### config.mk
export PLATFORM = sky130hd
export DESIGN_NAME = h264_access_unit_detector_unit
export DESIGN_NICKNAME = d
export VERILOG_FILES = /design/src/design/haud_pkg.sv /design/src/design/haud_bit_parser.sv /design/src/design/h264_access_unit_detector_unit.sv
export SDC_FILE = /design/constraint.sdc
export NUM_CORES = 1
export LEC_CHECK = 0
export BUFFER_PORTS_ARGS = -buffer_cell sky130_fd_sc_hd__buf_2
export CAP_MARGIN = 10
export CELL_PAD_IN_SITES_DETAIL_PLACEMENT = 1
export CELL_PAD_IN_SITES_GLOBAL_PLACEMENT = 1
export CORE_ASPECT_RATIO = 0.7
export CORE_MARGIN = 2
export CORE_UTILIZATION = 53
export CTS_BUF_LIST = sky130_fd_sc_hd__clkbuf_4 sky130_fd_sc_hd__clkbuf_8
export DETAILED_ROUTE_END_ITERATION = 10
export PLACE_DENSITY_LB_ADDON = 0.1
export SKIP_CTS_REPAIR_TIMING = 1
export SYNTH_ARGS = -nofsm -noshare
export SYNTH_HDL_FRONTEND = slang
export SYNTH_SLANG_ARGS = --single-unit
### constraint.sdc
create_clock -name clk -period 11.2 [get_ports clk]
set_clock_uncertainty 0.15 [all_clocks]
set_input_delay 0.56 -clock clk [delete_from_list [all_inputs] [get_ports clk]]
set_output_delay 0.56 -clock clk [all_outputs]
set_load 0.005 [all_outputs]
### src/design/haud_pkg.sv
package haud_pkg;

  typedef struct packed {
    logic [7:0] unit_byte;
    logic       unit_end;
  } haud_in_t;

  typedef struct packed {
    logic        starts_access_unit;
    logic        key_picture;
    logic [4:0]  unit_kind;
    logic [1:0]  reference_level;
    logic [13:0] picture_width;
    logic [13:0] picture_height;
  } haud_out_t;

  localparam logic [4:0] KIND_SLICE = 5'd1;
  localparam logic [4:0] KIND_IDR   = 5'd5;
  localparam logic [4:0] KIND_SPS   = 5'd7;
  localparam logic [4:0] KIND_PPS   = 5'd8;

  localparam logic [4:0] PH_IDLE    = 5'd0;
  localparam logic [4:0] S_PROFILE  = 5'd1;
  localparam logic [4:0] S_SKIP16   = 5'd2;
  localparam logic [4:0] S_SPSID    = 5'd3;
  localparam logic [4:0] S_CHROMA   = 5'd4;
  localparam logic [4:0] S_SEPCOL   = 5'd5;
  localparam logic [4:0] S_BDL      = 5'd6;
  localparam logic [4:0] S_BDC      = 5'd7;
  localparam logic [4:0] S_BYPASS   = 5'd8;
  localparam logic [4:0] S_SMP      = 5'd9;
  localparam logic [4:0] S_SLP      = 5'd10;
  localparam logic [4:0] S_DELTA    = 5'd11;
  localparam logic [4:0] S_LOG2FN   = 5'd12;
  localparam logic [4:0] S_POCTYPE  = 5'd13;
  localparam logic [4:0] S_LOG2POC  = 5'd14;
  localparam logic [4:0] S_DPOAZ    = 5'd15;
  localparam logic [4:0] S_OFFNR    = 5'd16;
  localparam logic [4:0] S_OFFTB    = 5'd17;
  localparam logic [4:0] S_NCYCLE   = 5'd18;
  localparam logic [4:0] S_CYCOFF   = 5'd19;
  localparam logic [4:0] S_NUMREF   = 5'd20;
  localparam logic [4:0] S_GAPS     = 5'd21;
  localparam logic [4:0] S_WIDTH    = 5'd22;
  localparam logic [4:0] S_HEIGHT   = 5'd23;
  localparam logic [4:0] S_FMO      = 5'd24;
  localparam logic [4:0] L_FIRSTMB  = 5'd25;
  localparam logic [4:0] L_TYPE     = 5'd26;
  localparam logic [4:0] L_PPSID    = 5'd27;
  localparam logic [4:0] L_FRAMENUM = 5'd28;
  localparam logic [4:0] L_IDR      = 5'd29;
  localparam logic [4:0] L_POC      = 5'd30;

  // fixed field width of a phase, 0 for exp-golomb or variable
  function automatic logic [4:0] fixed_width(input logic [4:0] p);
    case (p)
      S_PROFILE: fixed_width = 5'd8;
      S_SKIP16:  fixed_width = 5'd16;
      S_SEPCOL, S_BYPASS, S_SMP, S_SLP, S_DPOAZ, S_GAPS: fixed_width = 5'd1;
      default:   fixed_width = 5'd0;
    endcase
  endfunction

endpackage

### src/design/haud_bit_parser.sv
module haud_bit_parser
  import haud_pkg::*;
#(
  parameter int MAX_CODE_BITS  = 32,
  parameter int MAX_POC_CYCLE  = 256,
  parameter int MAX_DIM_PIXELS = 8192
) (
  input  logic        clk,
  input  logic        rst,
  input  logic        start,
  input  logic [4:0]  start_phase,
  input  logic [4:0]  kind,
  input  logic        unit_begin,
  input  logic        bit_valid,
  input  logic        bit_value,
  output logic        idle,
  output logic        key_flag,
  output logic        start_flag,
  output logic [13:0] stored_width,
  output logic [13:0] stored_height
);

  localparam int DIM_CAP_I = (MAX_DIM_PIXELS > 16383) ? 16383 : MAX_DIM_PIXELS;
  localparam logic [13:0] DIM_CAP = 14'(DIM_CAP_I);
  localparam int CW = MAX_CODE_BITS + 1;
  localparam logic [CW-1:0] SAT_CODE = {1'b0, {MAX_CODE_BITS{1'b1}}};

  logic [4:0]    phase;
  logic [CW-1:0] acc;
  logic [5:0]    lzc;
  logic [8:0]    loop_counter;
  logic [7:0]    scale_running;
  logic [7:0]    profile_value;
  logic [4:0]    frame_num_bits;
  logic [2:0]    poc_mode;
  logic [4:0]    poc_lsb_bits;
  logic          high_seen;
  logic [16:0]   last_fn, last_idr, last_poc;
  logic [14:0]   hmap;
  logic          prev_idr;
  logic          done;
  logic [CW-1:0] fval;
  logic [4:0]    fw;
  logic [CW-1:0] acc_sh;

  // one decoded value per step, then dispatch (one bit per cycle while bit_valid is high)
  always_comb begin
    fw = fixed_width(phase);
    if (phase == L_FRAMENUM) fw = frame_num_bits;
    if (phase == L_POC) fw = poc_lsb_bits;
    acc_sh = {acc[CW-2:0], bit_value};
    done = 1'b0;
    fval = acc_sh;
    if (fw != 5'd0) begin
      done = (lzc + 6'd1) >= {1'b0, fw};
    end else if (acc == '0) begin
      if (!bit_value) begin
        done = (lzc + 6'd1) >= 6'(MAX_CODE_BITS);
        fval = SAT_CODE;
      end else if (lzc == 6'd0) begin
        done = 1'b1;
        fval = '0;
      end
    end else begin
      done = lzc == 6'd1;
      fval = acc_sh - 1'b1;
    end
  end

  assign idle = phase == PH_IDLE;

  function automatic logic [4:0] cap_len(input logic [CW-1:0] v);
    cap_len = (v > 12) ? 5'd16 : 5'(v + 4);
  endfunction

  always_ff @(posedge clk) begin
    logic [4:0]    np;
    logic [8:0]    i9;
    logic [5:0]    j;
    logic [7:0]    sr;
    logic [16:0]   v17;
    logic [16:0]   wsum;
    logic [19:0]   hh;
    if (rst) begin
      phase <= PH_IDLE; acc <= '0; lzc <= '0; loop_counter <= '0;
      scale_running <= 8'd8; profile_value <= '0; frame_num_bits <= '0;
      poc_mode <= 3'd7; poc_lsb_bits <= '0; high_seen <= 1'b0;
      stored_width <= '0; stored_height <= '0; last_fn <= '1; last_idr <= '1;
      last_poc <= '1; prev_idr <= 1'b0; key_flag <= 1'b0; start_flag <= 1'b0;
      hmap <= '0;
    end else if (start) begin
      start_flag <= (kind == KIND_SPS) || (kind == KIND_PPS);
      np = start_phase;
      if (np == L_FRAMENUM && frame_num_bits == 0) np = PH_IDLE;
      phase <= np; acc <= '0; lzc <= '0;
    end else if (unit_begin) begin
      // kind of the finished unit, for the next idr comparison
      prev_idr <= kind == KIND_IDR;
    end else if (bit_valid && phase != PH_IDLE) begin
      np = PH_IDLE;
      v17 = (fval > 33'h1FFFE) ? 17'h1FFFE : fval[16:0];
      if (phase == S_FMO) begin
        hh = {hmap, 5'd0};
        if (bit_value) hh = {1'b0, hh[19:1]};
        stored_height <= (hh > 20'(DIM_CAP)) ? DIM_CAP : hh[13:0];
        phase <= PH_IDLE; acc <= '0; lzc <= '0;
      end else if (!done) begin
        if (fw != 0) begin
          acc <= acc_sh; lzc <= lzc + 6'd1;
        end else if (acc == '0) begin
          if (!bit_value) lzc <= lzc + 6'd1; else acc <= CW'(1);
        end else begin
          acc <= acc_sh; lzc <= lzc - 6'd1;
        end
      end else begin
        case (phase)
          S_PROFILE: begin profile_value <= fval[7:0]; np = S_SKIP16; end
          S_SKIP16:  np = S_SPSID;
          S_SPSID: begin
            if (profile_value >= 8'd100) begin high_seen <= 1'b1; np = S_CHROMA; end
            else np = S_LOG2FN;
          end
          S_CHROMA:  np = (fval == 3) ? S_SEPCOL : S_BDL;
          S_SEPCOL:  np = S_BDL;
          S_BDL:     np = S_BDC;
          S_BDC:     np = S_BYPASS;
          S_BYPASS:  np = S_SMP;
          S_SMP: begin
            if (fval != 0) begin loop_counter <= '0; np = S_SLP; end else np = S_LOG2FN;
          end
          S_SLP: begin
            if (fval != 0) begin
              scale_running <= 8'd8; loop_counter <= loop_counter & 9'h1C0; np = S_DELTA;
            end else begin
              i9 = {6'd0, loop_counter[8:6]} + 9'd1;
              if (i9 >= 9'd8) np = S_LOG2FN;
              else begin loop_counter <= {i9[2:0], 6'd0}; np = S_SLP; end
            end
          end
          S_DELTA: begin
            sr = fval[0] ? scale_running + fval[8:1] + 8'd1 : scale_running - fval[8:1];
            scale_running <= sr;
            j = loop_counter[5:0] + 6'd1;
            if (sr == 0 || (loop_counter[8:6] < 3'd6 ? j >= 6'd16 : j == 6'd0)) begin
              i9 = {6'd0, loop_counter[8:6]} + 9'd1;
              if (i9 >= 9'd8) np = S_LOG2FN;
              else begin loop_counter <= {i9[2:0], 6'd0}; np = S_SLP; end
            end else begin
              loop_counter <= {loop_counter[8:6], j}; np = S_DELTA;
            end
          end
          S_LOG2FN:  begin frame_num_bits <= cap_len(fval); np = S_POCTYPE; end
          S_POCTYPE: begin
            poc_mode <= (fval > 6) ? 3'd6 : fval[2:0];
            if (fval == 0) np = S_LOG2POC;
            else if (fval == 1) np = S_DPOAZ;
            else np = S_NUMREF;
          end
          S_LOG2POC: begin poc_lsb_bits <= cap_len(fval); np = S_NUMREF; end
          S_DPOAZ:   np = S_OFFNR;
          S_OFFNR:   np = S_OFFTB;
          S_OFFTB:   np = S_NCYCLE;
          S_NCYCLE: begin
            i9 = (fval > MAX_POC_CYCLE) ? 9'(MAX_POC_CYCLE) : fval[8:0];
            loop_counter <= i9;
            np = (i9 != 0) ? S_CYCOFF : S_NUMREF;
          end
          S_CYCOFF: begin
            loop_counter <= loop_counter - 9'd1;
            np = (loop_counter != 9'd1) ? S_CYCOFF : S_NUMREF;
          end
          S_NUMREF:  np = S_GAPS;
          S_GAPS:    np = S_WIDTH;
          S_WIDTH: begin
            wsum = (fval >= 33'd1024) ? 17'h1FFFF : {2'b00, fval[9:0] + 11'd1, 4'd0};
            stored_width <= (wsum > 17'(DIM_CAP)) ? DIM_CAP : wsum[13:0];
            np = S_HEIGHT;
          end
          S_HEIGHT: begin
            hmap <= (fval >= 33'd1024) ? 15'h7FFF : 15'(fval[9:0] + 11'd1);
            np = S_FMO;
          end
          L_FIRSTMB: np = L_TYPE;
          L_TYPE: begin
            if (fval == 2 || fval == 7 || fval == 4 || fval == 9)
              key_flag <= (kind == KIND_IDR) || (high_seen && kind == KIND_SLICE);
            else if (fval <= 9) key_flag <= 1'b0;
            np = L_PPSID;
          end
          L_PPSID:   np = L_FRAMENUM;
          L_FRAMENUM: begin
            if (fval[16:0] != last_fn) start_flag <= 1'b1;
            last_fn <= fval[16:0];
            if (kind == KIND_IDR) np = L_IDR;
            else if (poc_mode == 0) np = L_POC;
          end
          L_IDR: begin
            if (prev_idr && last_idr != v17) start_flag <= 1'b1;
            last_idr <= v17;
            if (poc_mode == 0) np = L_POC;
          end
          L_POC: begin
            if (fval[16:0] != last_poc) start_flag <= 1'b1;
            last_poc <= fval[16:0];
          end
          default: np = PH_IDLE;
        endcase
        // zero-width fields complete at once
        if (np == L_FRAMENUM && frame_num_bits == 0) begin
          if (last_fn != 0) start_flag <= 1'b1;
          last_fn <= '0;
          np = (kind == KIND_IDR) ? L_IDR : (poc_mode == 0) ? L_POC : PH_IDLE;
        end
        if (np == L_POC && poc_lsb_bits == 0) begin
          if (last_poc != 0) start_flag <= 1'b1;
          last_poc <= '0;
          np = PH_IDLE;
        end
        phase <= np; acc <= '0; lzc <= '0;
      end
    end
  end

endmodule

### src/design/h264_access_unit_detector_unit.sv
// h264 access unit detector
// in:  one nal unit byte per item (start code removed, header byte first),
//      unit_end marks the last byte of the unit
// out: one item per finished unit: access unit start, key flag, unit kind,
//      ref level and stored frame size from the last sps
// each payload byte shifts through a bit register into the serial field
// parser, one bit per cycle: a payload byte is accepted, then shifted out
// bit by bit while the input stalls; a header or dropped emulation byte is only accepted
// on unit_end the parser is clocked with zero bits until it goes idle,
// then ST_DONE loads the output register once it is free; the drain runs
// longest when a cut-short poc cycle loop or scaling list reads every
// missing code as 32 zero bits
// the result sits in an output register, so the next unit's bytes are
// taken while it waits; a stalled receiver holds the block only once the
// next result is ready as well
// reset (rst, synchronous) clears all stored sps and slice state
module h264_access_unit_detector_unit
  import haud_pkg::*;
#(
  parameter int MAX_CODE_BITS  = 32,
  parameter int MAX_POC_CYCLE  = 256,
  parameter int MAX_DIM_PIXELS = 8192
) (
  input  logic      clk,
  input  logic      rst,
  input  logic      in_valid,
  output logic      in_stall,
  input  haud_in_t  in_data,
  output logic      out_valid,
  input  logic      out_stall,
  output haud_out_t out_data
);

  localparam logic [1:0] ST_TAKE  = 2'd0;
  localparam logic [1:0] ST_SHIFT = 2'd1;
  localparam logic [1:0] ST_DRAIN = 2'd2;
  localparam logic [1:0] ST_DONE  = 2'd3;

  logic [1:0] state;
  logic [7:0] shreg;
  logic [3:0] bit_cnt;
  logic       last;
  logic       header_pending;
  logic [1:0] zero_run;
  logic [4:0] kind;
  logic [1:0] ref_level;

  logic        start, unit_begin, bit_valid, bit_value, idle;
  logic [4:0]  start_phase;
  logic        key_flag, start_flag;
  logic [13:0] width, height;
  logic        take;
  logic        out_free;

  assign in_stall = state != ST_TAKE;
  assign take = in_valid && !in_stall;
  // output register empty or being emptied this cycle
  assign out_free = !out_valid || !out_stall;

  // header byte starts the parser in the phase for its kind
  always_comb begin
    if (in_data.unit_byte[4:0] == KIND_SPS) start_phase = S_PROFILE;
    else if (in_data.unit_byte[4:0] >= KIND_SLICE && in_data.unit_byte[4:0] <= KIND_IDR)
      start_phase = L_FIRSTMB;
    else start_phase = PH_IDLE;
  end

  assign start      = take && header_pending;
  // finished unit: parser records its kind for the next idr check
  assign unit_begin = state == ST_DONE;
  assign bit_valid  = state == ST_SHIFT || state == ST_DRAIN;
  assign bit_value  = state == ST_SHIFT ? shreg[7] : 1'b0;

  haud_bit_parser #(
    .MAX_CODE_BITS(MAX_CODE_BITS),
    .MAX_POC_CYCLE(MAX_POC_CYCLE),
    .MAX_DIM_PIXELS(MAX_DIM_PIXELS)
  ) u_parser (
    .clk(clk), .rst(rst), .start(start), .start_phase(start_phase),
    .kind(start ? in_data.unit_byte[4:0] : kind), .unit_begin(unit_begin),
    .bit_valid(bit_valid), .bit_value(bit_value), .idle(idle),
    .key_flag(key_flag), .start_flag(start_flag), .stored_width(width),
    .stored_height(height)
  );

  always_ff @(posedge clk) begin
    if (rst) begin
      state <= ST_TAKE; header_pending <= 1'b1; zero_run <= '0;
      kind <= '0; ref_level <= '0; out_valid <= 1'b0; bit_cnt <= '0; last <= 1'b0;
    end else begin
      if (state == ST_DONE && out_free) out_valid <= 1'b1;
      else if (!out_stall) out_valid <= 1'b0;
      case (state)
        ST_TAKE: begin
          if (take) begin
            last <= in_data.unit_end;
            if (header_pending) begin
              header_pending <= 1'b0; zero_run <= '0;
              kind <= in_data.unit_byte[4:0]; ref_level <= in_data.unit_byte[6:5];
              state <= in_data.unit_end ? ST_DRAIN : ST_TAKE;
            end else if (zero_run == 2'd2 && in_data.unit_byte == 8'h03) begin
              // emulation prevention byte dropped
              zero_run <= '0;
              state <= in_data.unit_end ? ST_DRAIN : ST_TAKE;
            end else begin
              shreg <= in_data.unit_byte; bit_cnt <= 4'd8; state <= ST_SHIFT;
              if (in_data.unit_byte == 8'd0) zero_run <= (zero_run == 2'd2) ? 2'd2 : zero_run + 2'd1;
              else zero_run <= '0;
            end
          end
        end
        ST_SHIFT: begin
          shreg <= {shreg[6:0], 1'b0};
          bit_cnt <= bit_cnt - 4'd1;
          if (bit_cnt == 4'd1) state <= last ? ST_DRAIN : ST_TAKE;
        end
        ST_DRAIN: begin
          if (idle) state <= ST_DONE;
        end
        ST_DONE: begin
          // wait here until the previous item has left the output register
          if (out_free) begin
            out_data.starts_access_unit <= start_flag;
            out_data.key_picture <= key_flag;
            out_data.unit_kind <= kind;
            out_data.reference_level <= ref_level;
            out_data.picture_width <= width;
            out_data.picture_height <= height;
            header_pending <= 1'b1; zero_run <= '0;
            state <= ST_TAKE;
          end
        end
        default: state <= ST_TAKE;
      endcase
    end
  end

endmodule

==> out/metrics.cfg <==
[power_and_ir_drop]
pwr-share-comb_pct=39.9
p_per_area_nw_per_um2=185
power.switching_uw=1140
seq_power_share_pct=32.2
p_int_uw=1620
sw_frac_of_total_pct=41.3
peakVddDrop_mv=0.0989
clkPwrFrac_pct=27.9
p_leak_uw=0.00560

[clocking]
cts_root_buffer=clkbuf_8
clock-sinks=227
clock_latency_ns=0.57
cts_inserted_buffers=39
path_clk_slew_ns=0.07
htreeDepth=2
clock_path_buffers=3
cts_tree=done

[worst_hold_path]
hold-path-endpoint=last
hp-start=in_data[0]
hold_path_depth=3
hold_path_class=in2reg

[yosys]
ys_warn_count=0
syn_inst=1657
ys_top_cells_by_area=dfxtp_1 (28%), edfxtp_1 (8.3%), nor2_1 (5.9%), ha_1 (4.3%), a21oi_1 (4.3%)
ys_types=92
yosysSeqAreaShare_pct=35.9
synth_area_um2=13700
async_reset_ff_share_pct=0
synth_edf_count=38
synth_top_area_share_pct=27.6
synthFlopType=dfxtp_1
yosysTopAreaCell=dfxtp_1
syn-mean-instance-area_um2=8.29
synth-seq-cells=227

[timing]
setup_slack_ns=2.87
rsz0062_at_grt=false
worst-slew-pin-transition_ns=1.20
setup_tns_ns=0
final.period_utilization_pct=74.3
finalHoldViolCount=0
setup_viol_count_final=0
maxSlewHeadroom_pct=20.0
max_clock_freq_mhz=120
maxSlewViolCount=0
fin_crit_ns=8.33

[global_routing]
track_usage_pct=34.6
overflow=0
antenna_found_initial=0
grt_pass1_vias=13100
grt_max_degree=79
grt_pass1_wl_um=74900

[cells_and_area]
final_nets=1714
postLayoutCellArea_um2=14900
fill_cells=3077
syn2layout_area_growth_pct=8.25
final-instance-count-excl-fill=2012
diodes=0
drive_above_1_share_pct=11.5

[drt]
drtAntennaViolNets=0
wl_um=47700
first_iter_violations=1189
wire_per_inst_um=23.7
vias=13300
firstDrtPassIters=5
drcViolationCount=0
viasPerCell=6.62

[placement]
place_congestion=0.968
place_area_um2=14100
dp.cells=1941
hpwl_um=33700
port_buffers=47
place_ws_ns=3.19

[floorplanning]
num_rows=49
die_area_um2=27200
core_area_um2=25600
die_x_um=196
start_util_pct=53.7
die_h_um=139
ios=52

[setup_path]
path_max_fanout=19
crit_family=compound AO/OA/AOI/OAI gates
crit_type=reg2reg
required_ns=11.51
r2r_cells=22
crit_arrival_ns=8.64
cp.depth=22
critPathCaptureType=flip-flop
cp_slowest_stage_delay_ns=0.79
ff2ff_setup_slack_ns=2.87
crit_path_start_kind=flip-flop
cp.buffers_inverters=5
cp_slowest_cell=nor4_1
crit_path_cell_trace=inv_1 -> ha_1 -> inv_1 -> nor2_1 -> inv_2 -> nor4_1 -> o41a_1 -> buf_4 -> clkinv_1 -> ha_1 -> nor2b_1 -> o211ai_1 -> nand2_1 -> a21oi_1 -> o21ai_0 -> mux2i_1 -> xnor3_1 -> o211ai_1 -> o31ai_1 -> o31ai_1 -> a21oi_1 -> nor4b_1
reg2reg_from=state[1]

[flow_run]
maxCapViolations=0

[outcome]
outcome=complete, no violations

-- registers in the layout (all words and copies together), names as in the netlist, 10 cells and up, named ones only --
signal,cells
u_parser.last_poc,17
u_parser.hmap,12
u_parser.stored_width,11
u_parser.last_idr,17
out_data,30
u_parser.stored_height,10
u_parser.last_fn,17
u_parser.acc,33
-- worst register-to-register path, delay by kind of cell, from the launching register on --
family          cells  cell delay [ns]
xor+xnor            1             0.31
mux                 1             0.31
compound gates      8             2.47
buf+inv             5             1.55
simple gates        5             1.99
fa+ha+maj           2             1.10
flops               1             0.34
-- how the worst max path moves through the flow --
| stage | startpoint | endpoint | slack (ns) |
|---|---|---|---|
| floorplan | state[1] | u_parser.last_fn[6] | 5.03 |
| global placement | state[1] | u_parser.last_fn[4] | 3.64 |
| detailed placement | state[1] | u_parser.last_fn[6] | 3.19 |
| CTS | state[1] | u_parser.last_fn[5] | 3.09 |
| global route | state[1] | flip-flop | 2.51 |
| finish | state[1] | flip-flop | 2.87 |
-- cells in the final DEF (no fill, tap or decap), types with 12 or more instances in the layout --
cell | netlist | layout
nor2_1 | 216 | 215
dfxtp_1 | 189 | 189
nand2_1 | 124 | 124
a21oi_1 | 117 | 116
nor3_1 | 76 | 74
nand3_1 | 53 | 53
a22oi_1 | 52 | 52
xnor2_1 | 49 | 49
o21ai_0 | 48 | 48
ha_1 | 47 | 47
buf_2 | 13 | 46
inv_1 | 43 | 43
clkbuf_8 | 0 | 42
mux2i_1 | 39 | 39
edfxtp_1 | 38 | 38
a221o_1 | 35 | 35
nor4_1 | 25 | 25
nand2b_1 | 24 | 24
buf_4 | 7 | 24
a211oi_1 | 21 | 21
xor2_1 | 21 | 21
clkbuf_4 | 0 | 19
or3_1 | 18 | 18
nand4_1 | 18 | 18
a31oi_1 | 15 | 15
o22ai_1 | 15 | 15
nor2b_1 | 13 | 13
o211ai_1 | 13 | 13
or4_1 | 12 | 12
and3_1 | 12 | 12
-- cell usage after synthesis (18+ instances only) --
cell      instances
ha_1             47
mux2i_1          39
nand2_1         124
a211oi_1         21
clkbuf_1         89
or3_1            18
a22oi_1          52
o21ai_0          48
edfxtp_1         38
dfxtp_1         189
nor4_1           25
nand4_1          18
xor2_1           21
nand3_1          53
inv_1            43
xnor2_1          49
nand2b_1         24
nor2_1          216
nor3_1           76
a21oi_1         117
a221o_1          35
-- cells by family after synthesis --
group	count (synthesis)	synth area share [%]
flip-flops	227	35.9
AND/OR/NAND/NOR	655	23.8
AO/OA/AOI/OAI	436	22.4
XOR/XNOR	71	4.63
other	1	0.0273
multiplexers	49	3.66
buffers and inverters	169	5.09
adder cells (fa/ha/maj)	49	4.57
-- per-stage QoR --
stage | hold slack, ns | util (%) | power [uW]
after CTS | 0.0945 | 58.1 | 2730
after global routing | 0.112 | 58.1 | 2870
final | 0.127 | 58.1 | 2750
after detailed placement | 0.270 | 55.1 | 1960
after floorplan | 0.251 | - | 1610
after global placement | 0.261 | 55.1 | 1920
-- per-layer routing --
metal / GRT usage, % / share of wire (%) / up-vias / wire (um)
li1: - / - / 6092 / -
met1: 49.4 / 45 / 6574 / 21700
met2: 51.9 / 43 / 570 / 20700
met3: 7.20 / 8.5 / 80 / 4050
met4: 11.8 / 2.6 / 0 / 1240
met5: 0 / 0 / - / 0
-- power groups by stage --
stage	clock, uW	combinational (uW)	sequential (uW)
6_report	769	1100	886
5_1_grt	814	1170	888
4_1_cts	781	1070	885
3_5_place_dp	0	1050	902
3_3_place_gp	0	1020	900
2_1_floorplan	0	718	894
-- area by class of cell --
class | instances | area (um2) | share of cell area (%)
clock buffers | 61 | 721 | 4.85
repair buffers | 71 | 422 | 2.84
flip-flops and latches | 227 | 4920 | 33.1
multi-input cells | 1264 | 8140 | 54.8
clock inverters | 9 | 55.1 | 0.370
inverters | 49 | 184 | 1.24
well taps | 331 | 414 | 2.79
Power figures use the tool's default switching activity.
